## src/rtl/core/fpm_pkg.sv

```systemverilog
package fpm_pkg;

   // Operand and result layout: Q64.192 two's complement, 256 bits
   localparam int WORD_W      = 256;
   localparam int REQ_DATA_W  = 2 * WORD_W;

   // Limb split of each magnitude
   localparam int LIMB_W      = 16;
   localparam int NUM_LIMBS   = WORD_W / LIMB_W;
   localparam int PP_W        = 2 * LIMB_W;

   // Partial-product columns kept: limb index sum 10 to 27
   localparam int COL_FIRST   = 10;
   localparam int COL_LAST    = 27;
   localparam int NUM_COLS    = COL_LAST - COL_FIRST + 1;
   localparam int ROUND_COLS  = 2;
   localparam int COL_W       = PP_W + 4;
   localparam int COL_HI_W    = COL_W - LIMB_W;
   localparam int COL_TOP_W   = COL_W - 2 * LIMB_W;

   // Column reduction tree: four groups of four products
   localparam int GRP_SIZE    = 4;
   localparam int NUM_GRPS    = NUM_LIMBS / GRP_SIZE;
   localparam int GRP_W       = PP_W + 2;

   // Rounding on bit 15 of the two lowest kept columns
   localparam int RND_BIT     = LIMB_W - 1;
   localparam int RND_W       = COL_W + 1 - LIMB_W;

   // Register stages from request to result
   localparam int PIPE_DEPTH  = 8;
   localparam int DEPTH_W     = $clog2(PIPE_DEPTH + 1);

   typedef logic [WORD_W-1:0]                           word_type;
   typedef logic [NUM_COLS-1:0][COL_W-1:0]              col_vec_type;

   function automatic word_type neg_word(input word_type w);
      return ~w + WORD_W'(1);
   endfunction

endpackage

```

## src/rtl/core/fpm_mag.sv

```systemverilog
module fpm_mag (
   input  logic              clock,
   input  logic              reset,
   input  logic              in_valid,
   output logic              in_ready,
   input  logic              in_square,
   input  fpm_pkg::word_type in_a,
   input  fpm_pkg::word_type in_b,
   output logic              out_valid,
   input  logic              out_ready,
   output fpm_pkg::word_type out_mag_a,
   output fpm_pkg::word_type out_mag_b,
   output logic              out_neg
);
   import fpm_pkg::*;

   logic     v1_ff, v2_ff;
   logic     adv1, adv2;
   word_type a_ff, b_ff;
   word_type mag_a_ff, mag_a_in, mag_b_ff, mag_b_in;
   logic     neg_ff, neg_in;

   assign adv2     = !v2_ff || out_ready;
   assign adv1     = !v1_ff || adv2;
   assign in_ready = adv1;

   always_ff @(posedge clock) begin
      if (reset) begin
         v1_ff <= 1'b0;
         v2_ff <= 1'b0;
      end else begin
         if (adv1) v1_ff <= in_valid;
         if (adv2) v2_ff <= v1_ff;
      end
   end

   // Squaring takes a in place of b
   always_ff @(posedge clock) begin
      if (adv1 && in_valid) begin
         a_ff <= in_a;
         b_ff <= in_square ? in_a : in_b;
      end
   end

   // Most negative value wraps to itself and reads as 2^255 unsigned
   always_comb begin
      mag_a_in = a_ff[WORD_W-1] ? neg_word(a_ff) : a_ff;
      mag_b_in = b_ff[WORD_W-1] ? neg_word(b_ff) : b_ff;
      neg_in   = a_ff[WORD_W-1] ^ b_ff[WORD_W-1];
   end

   always_ff @(posedge clock) begin
      if (adv2 && v1_ff) begin
         mag_a_ff <= mag_a_in;
         mag_b_ff <= mag_b_in;
         neg_ff   <= neg_in;
      end
   end

   assign out_valid = v2_ff;
   assign out_mag_a = mag_a_ff;
   assign out_mag_b = mag_b_ff;
   assign out_neg   = neg_ff;

endmodule

```

## config.mk

```make
export PLATFORM = sky130hd
export DESIGN_NAME = fpm_mag
export DESIGN_NICKNAME = d
export VERILOG_FILES = /design/src/rtl/core/fpm_pkg.sv /design/src/rtl/core/fpm_mag.sv
export SDC_FILE = /design/constraint.sdc
export NUM_CORES = 1
export LEC_CHECK = 0
export ABC_CLOCK_PERIOD_IN_PS = 30300
export CORE_UTILIZATION = 30
export DETAILED_ROUTE_END_ITERATION = 6
export DONT_BUFFER_PORTS = 1
export PLACE_DENSITY_LB_ADDON = 0.08
export SLEW_MARGIN = 10
export SYNTH_ARGS = -nofsm -noshare
export SYNTH_HDL_FRONTEND = slang
export SYNTH_SLANG_ARGS = --single-unit
```

## constraint.sdc

```tcl
create_clock -name clock -period 30.3 [get_ports clock]
set_input_delay 3.03 -clock clock [delete_from_list [all_inputs] [get_ports clock]]
set_output_delay 3.03 -clock clock [all_outputs]
set_load 0.02 [all_outputs]
```

==> results.json <==
{
  "io_buffers": 0,
  "fin_crit_sh_pct": 23.6,
  "track_usage_pct": 30.1,
  "cts-resized-gates": 0,
  "drtIter0Drc": 4085,
  "via_per_inst": 5.91,
  "ys.flop_type": "edfxtp_1",
  "grt_max_degree": 257,
  "clockRootBuffer": "clkbuf_16",
  "required_ps": 30690,
  "fin_area_mm2": 0.0547,
  "hold_violations": 0,
  "min_period_ps": 7150,
  "min_path_cells": 0,
  "cts_tree": "yes",
  "max_clock_freq_ghz": 0.140,
  "ir_drop_mv": 0.0507,
  "ys_async_sr_fraction_pct": 0,
  "slew_violations": 0,
  "tightest_slew_ps": 1200,
  "vias": 34300,
  "arrival_ps": 7540,
  "place_ws_ps": 22340,
  "die_w_um": 402,
  "start_kind": "primary input",
  "antenna_found_initial": 86,
  "min_from": "b_ff[0]",
  "synth.avg_cell_area_um2": 13.6,
  "yosys_warnings": 0,
  "numCtsBuffers": 116,
  "hp-class": "register to register",
  "crit_path_frequent_cell": "buf_4",
  "reg2reg_depth": 7,
  "fin_nets": 4107,
  "ys_seq_elements": 1027,
  "cts_hold_buf": 0,
  "gp_congestion": 0.944,
  "max-cap-violations": 0,
  "wl_um": 252000,
  "nFillCells": 15600,
  "drtPass1Iterations": 5,
  "post-route-util_pct": 34.4,
  "core-area_mm2": 0.159,
  "setup_viol": 0,
  "insertion_delay_ps": 770,
  "syn_inst": 3525,
  "cpPeakStageDelay_ps": 860,
  "clock_sinks": 1027,
  "area_growth_syn_to_layout_pct": 13.7,
  "clk_path_buf_depth": 3,
  "dpl-instance-area_mm2": 0.0507,
  "syn-num-nets": 4044,
  "drive_above_1_share_pct": 15.3,
  "ff_latch_area_mm2": 0.0308,
  "setup_tns_ps": 0,
  "slew_headroom_pct": 19.5,
  "cp.depth": 7,
  "start_util_pct": 30.3,
  "powerDensity_mw_per_mm2": 65.3,
  "drc_errors": 0,
  "synth_area_mm2": 0.0481,
  "synth-edff-count": 1025,
  "reg2reg_to": "out_mag_b[178]",
  "cp_top_family": "buffers and inverters",
  "critPathBufInv": 4,
  "r2r_slack_ps": 24820,
  "postCtsSetupRepairBufs": 0,
  "io-pin-count": 1032,
  "hold-path-endpoint": "out_mag_b[0]",
  "rows": 146,
  "setup_slack_ps": 23150,
  "multi_input_area_mm2": 0.0168,
  "endpoint_kind": "register",
  "cts-htree-levels": 3,
  "grt_pass1_wl_um": 324000,
  "status": "finished clean",
  "path_class": "primary input to register",
  "die_h_um": 402,
  "cpMaxStageDelayCell": "buf_4",
  "die_area_mm2": 0.162,
  "yosysSeqAreaShare_pct": 64.1,
  "avgRoutedWirePerCell_um": 43.4,
  "first_global_vias": 31900,
  "power_leakage_nw": 15.9,
  "ant_nets": 0,
  "r2r-start": "b_ff[25]",
  "clk_pin_slew_ps": 60,
  "grt_overflow": 0,
  "cp_max_fo": 70,
  "worstPathCellList": "nor2b_1, nand2_1, and2_4, buf_4, buf_4, buf_4, buf_4",
  "dp_hpwl_um": 201000,
  "ys_types": 61,
  "rsz0062_at_grt": "no",
  "fin_skew_ps": 26.4
}
## state kept, by name (all words and copies together), names as in the netlist
name and flops:
a_ff 256, b_ff 256, out_mag_a 256, out_mag_b 256, out_neg 1, out_valid 1, v1_ff 1
## placed cells by master (no fill, tap or decap), types with 11 or more instances in the layout
cell          n
a21oi_1      18
and3_1       11
buf_4        54
bufinv_16    13
clkbuf_1     23
clkbuf_16   116
clkinv_1     21
clkinv_2     23
diode_2      45
edfxtp_1   1025
inv_1        19
mux2_2      256
nand2_1     237
nand2b_1     17
nand3_1     101
nand4_1      66
nand4b_1     11
nor2_1      136
nor3_1      129
nor4_1      115
o21ai_0     169
o31ai_1     105
o41ai_1      92
or2_2        45
or3_1       114
or4_1       133
xnor2_1     482
xor2_1       25
## report_power, final
| part | internal (mW) | switching (mW) |
|---|---|---|
| sequential | 1.69 | 0.175 |
| combinational | 0.0962 | 0.152 |
| clock | 0.824 | 0.629 |
## routing by layer
layer  part of all wire [%]  GRT usage [%]  vias up
met1                     44           42.4    18000
met3                    8.3           6.95      332
li1                       -              -    14000
met4                    3.2           9.64       38
met2                     44           45.5     1894
met5                   0.10              0        -
## per-stage QoR
stage / instances / hold WS (ps) / power (mW)
2_1_floorplan: 3525 / 465 / 2.03
3_3_place_gp: 5541 / 493 / 2.14
3_5_place_dp: 5542 / 496 / 2.14
4_1_cts: 5756 / 513 / 3.59
5_1_grt: 5779 / 527 / 3.66
6_report: 5801 / 507 / 3.57
## area by class of cell
cell class                 instances  area share [%]
antenna                           45           0.206
clock buffer                     143            5.57
clock inverter                    71            1.41
inverter                          20           0.137
multi-input combinational       2366            30.7
sequential                      1027            56.4
tap                             2072            4.74
timing repair buffer              57           0.851
## worst max-delay path by stage
stage	slack, ps	from	end
after global placement	22350	out_ready	b_ff[2]
after floorplan	3140	out_ready	out_mag_a[0]
after CTS	23140	out_ready	b_ff[13]
final	23150	out_ready	a_ff[144]
after global routing	22860	out_ready	b_ff[13]
after detailed placement	22340	out_ready	b_ff[2]
## Yosys cell counts, types with 3 or more instances
| master | instances | area, µm² |
|---|---|---|
| nor4_2 | 5 | 62.6 |
| inv_1 | 19 | 71.3 |
| nand4b_1 | 11 | 96.3 |
| edfxtp_1 | 1025 | 30800 |
| or3_1 | 114 | 713 |
| buf_1 | 6 | 22.5 |
| nor2b_1 | 3 | 18.8 |
| nand3_1 | 101 | 505 |
| or4_1 | 133 | 998 |
| nor2_1 | 136 | 510 |
| xnor2_1 | 482 | 4220 |
| o31ai_1 | 105 | 788 |
| nand3b_1 | 8 | 60.1 |
| and4_1 | 6 | 52.6 |
| and3_1 | 11 | 68.8 |
| clkbuf_1 | 105 | 394 |
| nand2_1 | 237 | 890 |
| a31oi_1 | 10 | 62.6 |
| o41ai_2 | 3 | 48.8 |
| nor3_2 | 3 | 30.0 |
| xor2_1 | 25 | 219 |
| or3b_2 | 4 | 35.0 |
| o21ai_0 | 169 | 846 |
| and2_1 | 7 | 43.8 |
| nor4b_1 | 9 | 78.8 |
| and4b_1 | 3 | 30.0 |
| nor3_1 | 129 | 646 |
| nor4_1 | 119 | 744 |
| or4_4 | 3 | 33.8 |
| a21oi_1 | 18 | 90.1 |
| nand2b_1 | 17 | 106 |
| mux2_2 | 256 | 2880 |
| o41ai_1 | 93 | 815 |
| nor3b_1 | 4 | 30.0 |
| nand4_1 | 66 | 413 |
| or2_2 | 45 | 282 |
## logic make-up (layout without fill, tap and decap cells)
group / after synthesis / count (layout) / synth area share [%]
AOI/OAI and AO/OA: 412 / 412 / 5.79
xor gates and xnor gates: 507 / 507 / 9.24
adders and majority gates: 2 / 2 / 0.0520
buffers and inverters: 132 / 291 / 1.04
DFF: 1027 / 1027 / 64.1
muxes: 256 / 256 / 6.00
other: 0 / 45 / 0
and+or+nand+nor: 1189 / 1189 / 13.8
(Power assumes the default switching activity.)
