## src/rtl/core/fpm_pkg.sv

```systemverilog
package fpm_pkg;

   // Operand and result layout: Q64.192 two's complement, 256 bits
   localparam int WORD_W      = 256;
   localparam int REQ_DATA_W  = 2 * WORD_W;

   // Limb split of each magnitude
   localparam int LIMB_W      = 16;
   localparam int NUM_LIMBS   = WORD_W / LIMB_W;
   localparam int PP_W        = 2 * LIMB_W;

   // Partial-product columns kept: limb index sum 10 to 27
   localparam int COL_FIRST   = 10;
   localparam int COL_LAST    = 27;
   localparam int NUM_COLS    = COL_LAST - COL_FIRST + 1;
   localparam int ROUND_COLS  = 2;
   localparam int COL_W       = PP_W + 4;
   localparam int COL_HI_W    = COL_W - LIMB_W;
   localparam int COL_TOP_W   = COL_W - 2 * LIMB_W;

   // Column reduction tree: four groups of four products
   localparam int GRP_SIZE    = 4;
   localparam int NUM_GRPS    = NUM_LIMBS / GRP_SIZE;
   localparam int GRP_W       = PP_W + 2;

   // Rounding on bit 15 of the two lowest kept columns
   localparam int RND_BIT     = LIMB_W - 1;
   localparam int RND_W       = COL_W + 1 - LIMB_W;

   // Register stages from request to result
   localparam int PIPE_DEPTH  = 8;
   localparam int DEPTH_W     = $clog2(PIPE_DEPTH + 1);

   typedef logic [WORD_W-1:0]                           word_type;
   typedef logic [NUM_COLS-1:0][COL_W-1:0]              col_vec_type;

   function automatic word_type neg_word(input word_type w);
      return ~w + WORD_W'(1);
   endfunction

endpackage

```

## src/rtl/core/fpm_accum.sv

```systemverilog
module fpm_accum (
   input  logic                 clock,
   input  logic                 reset,
   input  logic                 in_valid,
   output logic                 in_ready,
   input  fpm_pkg::col_vec_type in_cols,
   input  logic                 in_neg,
   output logic                 out_valid,
   input  logic                 out_ready,
   output fpm_pkg::word_type    out_result
);
   import fpm_pkg::*;

   localparam logic [COL_W:0] RND_HALF = (COL_W + 1)'(1) << RND_BIT;

   logic v6_ff, v7_ff, v8_ff;
   logic adv6, adv7, adv8;

   logic [COL_W:0]      rnd0, rnd1;
   logic [RND_W-1:0]    acc1, acc2;
   logic [COL_HI_W-1:0] hi;
   word_type            lo_vec, h1_vec, h2_vec;
   word_type            sum_ff, sum_in, cy_ff, cy_in;
   word_type            res_ff, res_in;
   word_type            out_ff, out_in;
   logic                neg6_ff, neg7_ff;

   assign adv8     = !v8_ff || out_ready;
   assign adv7     = !v7_ff || adv8;
   assign adv6     = !v6_ff || adv7;
   assign in_ready = adv6;

   always_ff @(posedge clock) begin
      if (reset) begin
         v6_ff <= 1'b0;
         v7_ff <= 1'b0;
         v8_ff <= 1'b0;
      end else begin
         if (adv6) v6_ff <= in_valid;
         if (adv7) v7_ff <= v6_ff;
         if (adv8) v8_ff <= v7_ff;
      end
   end

   // Round the two lowest columns in turn, then lay every column out as three
   // non-overlapping vectors (low limb, next limb, top bits) and compress.
   always_comb begin
      lo_vec = '0;
      h1_vec = '0;
      h2_vec = '0;
      hi     = '0;
      rnd0   = {1'b0, in_cols[0]} + RND_HALF;
      acc1   = rnd0[LIMB_W +: RND_W];
      rnd1   = (COL_W + 1)'(acc1) + {1'b0, in_cols[1]} + RND_HALF;
      acc2   = rnd1[LIMB_W +: RND_W];
      h2_vec[RND_W-1:0] = acc2;
      for (int m = 0; m < NUM_LIMBS; m++) begin
         lo_vec[LIMB_W*m +: LIMB_W] = in_cols[m+ROUND_COLS][LIMB_W-1:0];
         hi = in_cols[m+ROUND_COLS][COL_W-1:LIMB_W];
         if (m + 1 < NUM_LIMBS) begin
            h1_vec[LIMB_W*(m+1) +: LIMB_W] = hi[LIMB_W-1:0];
         end
         if (m + 2 < NUM_LIMBS) begin
            h2_vec[LIMB_W*(m+2) +: COL_TOP_W] = hi[COL_HI_W-1:LIMB_W];
         end
      end
      sum_in = lo_vec ^ h1_vec ^ h2_vec;
      cy_in  = ((lo_vec & h1_vec) | (lo_vec & h2_vec) | (h1_vec & h2_vec)) << 1;
   end

   assign res_in = sum_ff + cy_ff;
   assign out_in = neg7_ff ? neg_word(res_ff) : res_ff;

   always_ff @(posedge clock) begin
      if (adv6 && in_valid) begin
         sum_ff  <= sum_in;
         cy_ff   <= cy_in;
         neg6_ff <= in_neg;
      end
      if (adv7 && v6_ff) begin
         res_ff  <= res_in;
         neg7_ff <= neg6_ff;
      end
      if (adv8 && v7_ff) begin
         out_ff  <= out_in;
      end
   end

   assign out_valid  = v8_ff;
   assign out_result = out_ff;

endmodule

```

## config.mk

```make
export PLATFORM = sky130hd
export DESIGN_NAME = fpm_accum
export DESIGN_NICKNAME = d
export VERILOG_FILES = /design/src/rtl/core/fpm_pkg.sv /design/src/rtl/core/fpm_accum.sv
export SDC_FILE = /design/constraint.sdc
export NUM_CORES = 2
export LEC_CHECK = 0
export ABC_CLOCK_PERIOD_IN_PS = 27500
export BUFFER_PORTS_ARGS = -buffer_cell sky130_fd_sc_hd__buf_2
export CAP_MARGIN = 25
export CORE_ASPECT_RATIO = 1.4
export CORE_MARGIN = 2
export CORE_UTILIZATION = 45
export CTS_BUF_LIST = sky130_fd_sc_hd__clkbuf_2
export DETAILED_ROUTE_END_ITERATION = 7
export PLACE_DENSITY = 0.68
export SLEW_MARGIN = 20
export SYNTH_ARGS = -nofsm -noshare
export SYNTH_HDL_FRONTEND = slang
export SYNTH_SLANG_ARGS = --single-unit
```

## constraint.sdc

```tcl
create_clock -name clock -period 27.5 [get_ports clock]
set_input_delay 2.75 -clock clock [delete_from_list [all_inputs] [get_ports clock]]
set_output_delay 2.75 -clock clock [all_outputs]
set_load 0.02 [all_outputs]
```

==> results.txt <==
* Gp weighted congestion: 1.02
- Proportion of synthesized chip area in sequential cells: 49.9%
* Clock tree root buffer cell: sky130_fd_sc_hd__clkbuf_2
- Setup violations remaining at the end of the flow were counted as 0.
- Launch instance of the worst min-delay path: sum_ff[0]$_DFFE_PP_
- The post-route netlist has roughly 20% of its cells at a drive strength greater than 1.
* Detailed Routing Iterations Pass 1: 5
- Maximum number of pins on one net before global-route repair: ~170
* Number of buffers created by CTS: about 240
- Number of global-route vias before repair: slightly above 50,000
- The worst setup path is of the reg2reg kind.
- Count of H-tree levels built during CTS: 4
* Top-Level Pins: around 900
* Final cycle utilization of the critical path: between 20 and 25%
- Max Buffers Root-to-Sink: 3
* Unrepaired setup endpoints after global routing: false
- Number of flip-flops and latches in the synthesized netlist: 1,028
- Cell-by-cell listing of the critical path: or4_1 -> nor3_1 -> nand4_1 -> or3_1 -> or3_1 -> nor4_1 -> nand4b_1 -> or4b_1 -> or3_1 -> or4_1 -> nand2_1 -> xnor2_1
- Number of inserted filler cells in the final layout: about 13,000
- Clock-pin slew on the worst setup and hold paths: ~0.11 ns
* CP dominant cell by count: sky130_fd_sc_hd__or3_1
* Number of DRC violations after detailed-routing iteration 0: about 4,900
- STA puts the critical path data required time at between 20 and 30 ns.
- VDD sags by at most 0.0397 mV.
- IO Port Bufs: between 800 and 900
- Clock tree from TritonCTS: built
* Destination of the critical timing path: out_result[143]$_DFFE_PP_
- Number of remaining DRC errors: 0
- Worst stage delay on the critical path: between 0.7 and 0.8 ns
- RR Startpoint: res_ff[10]$_DFFE_PP_
- Synth Area per Inst: roughly 11 µm²
* Std cell rows: approximately 160
- FF-to-FF setup slack: around 21 ns
* DR WL/cell: approximately 28 µm
- Number of flops mapped to enable cells by yosys: 1,025
- Worst-Skew Late Latency: about 1.8 ns
* Main synth FF type: sky130_fd_sc_hd__edfxtp_1
- For this design, the sink count on the clock tree is ~1,000.
- Detailed routing inserted a total of roughly 52,000 vias.
* Number of nets in the synthesized netlist: ~6,900
- STA classifies the critical path startpoint as a flip-flop.
* Vert. Die Dim: ~440 µm
* Register-to-Register Path Depth: 12
* Final Slew Violations: 0
- Number of antenna violations at the first check in global routing: 31
- Number of buffers inserted by hold repair at cts: 0
- Post-route setup TNS: 0 ns
* Type of element capturing the critical path: flip-flop
* Postcts setup bufs: 0
- Total congestion overflow after global routing: 0
- Gates resized during post-CTS repair numbered 0.
* Cell area after synthesis: 61,800 µm²
* Min-Delay Path Class: reg2reg
* Horizontal die dimension: ~320 µm
- The worst register-to-register path ends at out_result[143]$_DFFE_PP_.
* Global-route usage over all layers: approximately a third
* HPWL after detailed placement: slightly above 200,000 µm
* Total wire length after detailed routing: 246,000 µm
- Dividing total power by cell area gives a power density of ~65 nW/µm².
* Area growth from synthesis to layout: 13.9%
- In the synthesized netlist the async set-or-reset flop fraction comes to 0%.
- Maximum fanout along the worst path: 8
- Global-route wire length before repair: around 350,000 µm
- The cell count after synthesis came out at approximately 5,700.
- Vias per inst: roughly 6
* Rel. slew slack: between 15 and 20%
* Final net count: around 8,000
- Across all hold checks on the routed design, the worst slack comes to around 0.43 ns.
- Counting I/O delays and the setup requirement, the final critical path takes about 6.8 ns.
- The count of final hold-check violations is 0.
- Status: completed
- Once the floorplan was initialized, standard cells occupied between 40% and 50% of the core.
- Worst clock skew: 0.175 ns
- During synthesis, Yosys emitted a total of 0 warnings.
- Worst Tran Pin Value: 1.27 ns
* Arrival time of data at the critical path endpoint: between 8 and 9 ns
- Max-cap violations: 0
- The core region is 137,000 µm².
- Achievable Freq: 146 MHz
- Cell type of the slowest stage on the worst timing path: sky130_fd_sc_hd__nand4_1
- Overall power consumption after layout is estimated at ~0.0046 W.
- The die covers roughly 140,000 µm².
* Number of distinct library cell variants in the gate-level netlist after synthesis: 82
- The analysis attributes to cell leakage a power of roughly 27 nW.
- The count of nets left with antenna violations once routing finished came out at 0.
- CP Launch Point: res_ff[10]$_DFFE_PP_
==> metal layers <==
| metal | wire length (µm) | global-route usage, % | up-vias |
|---|---|---|---|
| li1 | - | - | 23647 |
| met1 | 92200 | 40.5 | 25183 |
| met2 | 120000 | 58.0 | 2619 |
| met3 | 17800 | 5.91 | 556 |
| met4 | 15700 | 19.9 | 24 |
| met5 | 159 | 0 | - |
==> synth_stat cells (107+ instances only) <==
cell type | number | area [µm²]
sky130_fd_sc_hd__nor3_1 | 148 | 741
sky130_fd_sc_hd__xor2_1 | 127 | 1110
sky130_fd_sc_hd__nand2_1 | 528 | 1980
sky130_fd_sc_hd__xnor2_1 | 412 | 3610
sky130_fd_sc_hd__inv_1 | 128 | 480
sky130_fd_sc_hd__o21ai_0 | 405 | 2030
sky130_fd_sc_hd__nand3_1 | 107 | 536
sky130_fd_sc_hd__clkbuf_1 | 198 | 743
sky130_fd_sc_hd__edfxtp_1 | 1025 | 30800
sky130_fd_sc_hd__nor2_1 | 407 | 1530
sky130_fd_sc_hd__nand4_1 | 203 | 1270
sky130_fd_sc_hd__ha_1 | 491 | 6140
sky130_fd_sc_hd__a21oi_1 | 515 | 2580
==> power by group <==
group | leakage (nW) | internal, W | switching (W)
registers | 9.77 | 0.00196 | 0.000119
logic | 15.3 | 0.000465 | 0.000978
clock network | 1.68 | 0.000408 | 0.000628
total | 26.7 | 0.00283 | 0.00172
==> placed cells by master (no fill, tap or decap), drive strengths merged, types with 105 or more instances in the layout <==
cell and n:
edfxtp 1025, buf 913, nand2 528, a21oi 515, ha 491, xnor2 412
o21ai 409, nor2 407, clkbuf 329, nand4 203, nor3 148, inv 138
xor2 127, nand3 107, a21o 105
==> critical path, delay by kind of cell (launching register included) <==
family | cells | cell delay [ns]
XOR/XNOR | 1 | 0.07
flip-flops | 1 | 0.48
AND/OR/NAND/NOR | 11 | 6.02
==> area by class of cell <==
type	instances	area, µm²	share of cell area (%)
Clock inverter	93	633	0.899
Tap cell	1793	2240	3.19
Sequential cell	1028	30800	43.8
Inverter	128	480	0.682
Multi-Input combinational cell	4342	29800	42.3
Antenna cell	18	45.0	0.0640
Clock buffer	328	1640	2.33
Timing Repair Buffer	914	4740	6.73
==> through the flow <==
step | std cells | setup slack [ns] | cell area (µm²) | util [%]
4_1_cts | 8623 | 20.92 | 70300 | 51.3
2_1_floorplan | 5702 | 4.89 | 61900 | -
5_1_grt | 8628 | 20.61 | 70400 | 51.4
3_5_place_dp | 8202 | 20.16 | 68100 | 49.7
3_3_place_gp | 8202 | 20.13 | 68100 | 49.7
6_report | 8644 | 20.67 | 70400 | 51.4
==> kinds of logic after synthesis <==
| group | count (synthesis) | synth area share, % |
|---|---|---|
| AO/OA/AOI/OAI | 1488 | 14.7 |
| adder cells (fa/ha/maj) | 553 | 11.9 |
| multiplexers | 2 | 0.0324 |
| XOR/XNOR | 539 | 7.63 |
| flip-flops | 1028 | 49.9 |
| AND/OR/NAND/NOR | 1760 | 13.8 |
| buffers and inverters | 332 | 2.02 |
==> sequential cells by signal, summed over array words and instances, names as in the netlist <==
signal / cells
cy_ff: 255
res_ff: 256
neg7_ff: 1
sum_ff: 256
out_result: 256
v6_ff: 1
v7_ff: 1
out_valid: 1
neg6_ff: 1
==> how the worst min path moves through the flow <==
stage	slack (ns)	to	depth (start not counted)
after CTS	0.43	res_ff[0]$_DFFE_PP_	0
final	0.43	res_ff[0]$_DFFE_PP_	0
after floorplan	0.40	neg7_ff$_DFFE_PP_	0
after detailed placement	0.41	neg7_ff$_DFFE_PP_	0
after global routing	0.46	res_ff[0]$_DFFE_PP_	0
after global placement	0.41	res_ff[0]$_DFFE_PP_	0
Note: power is estimated with default switching activity, not from simulation.
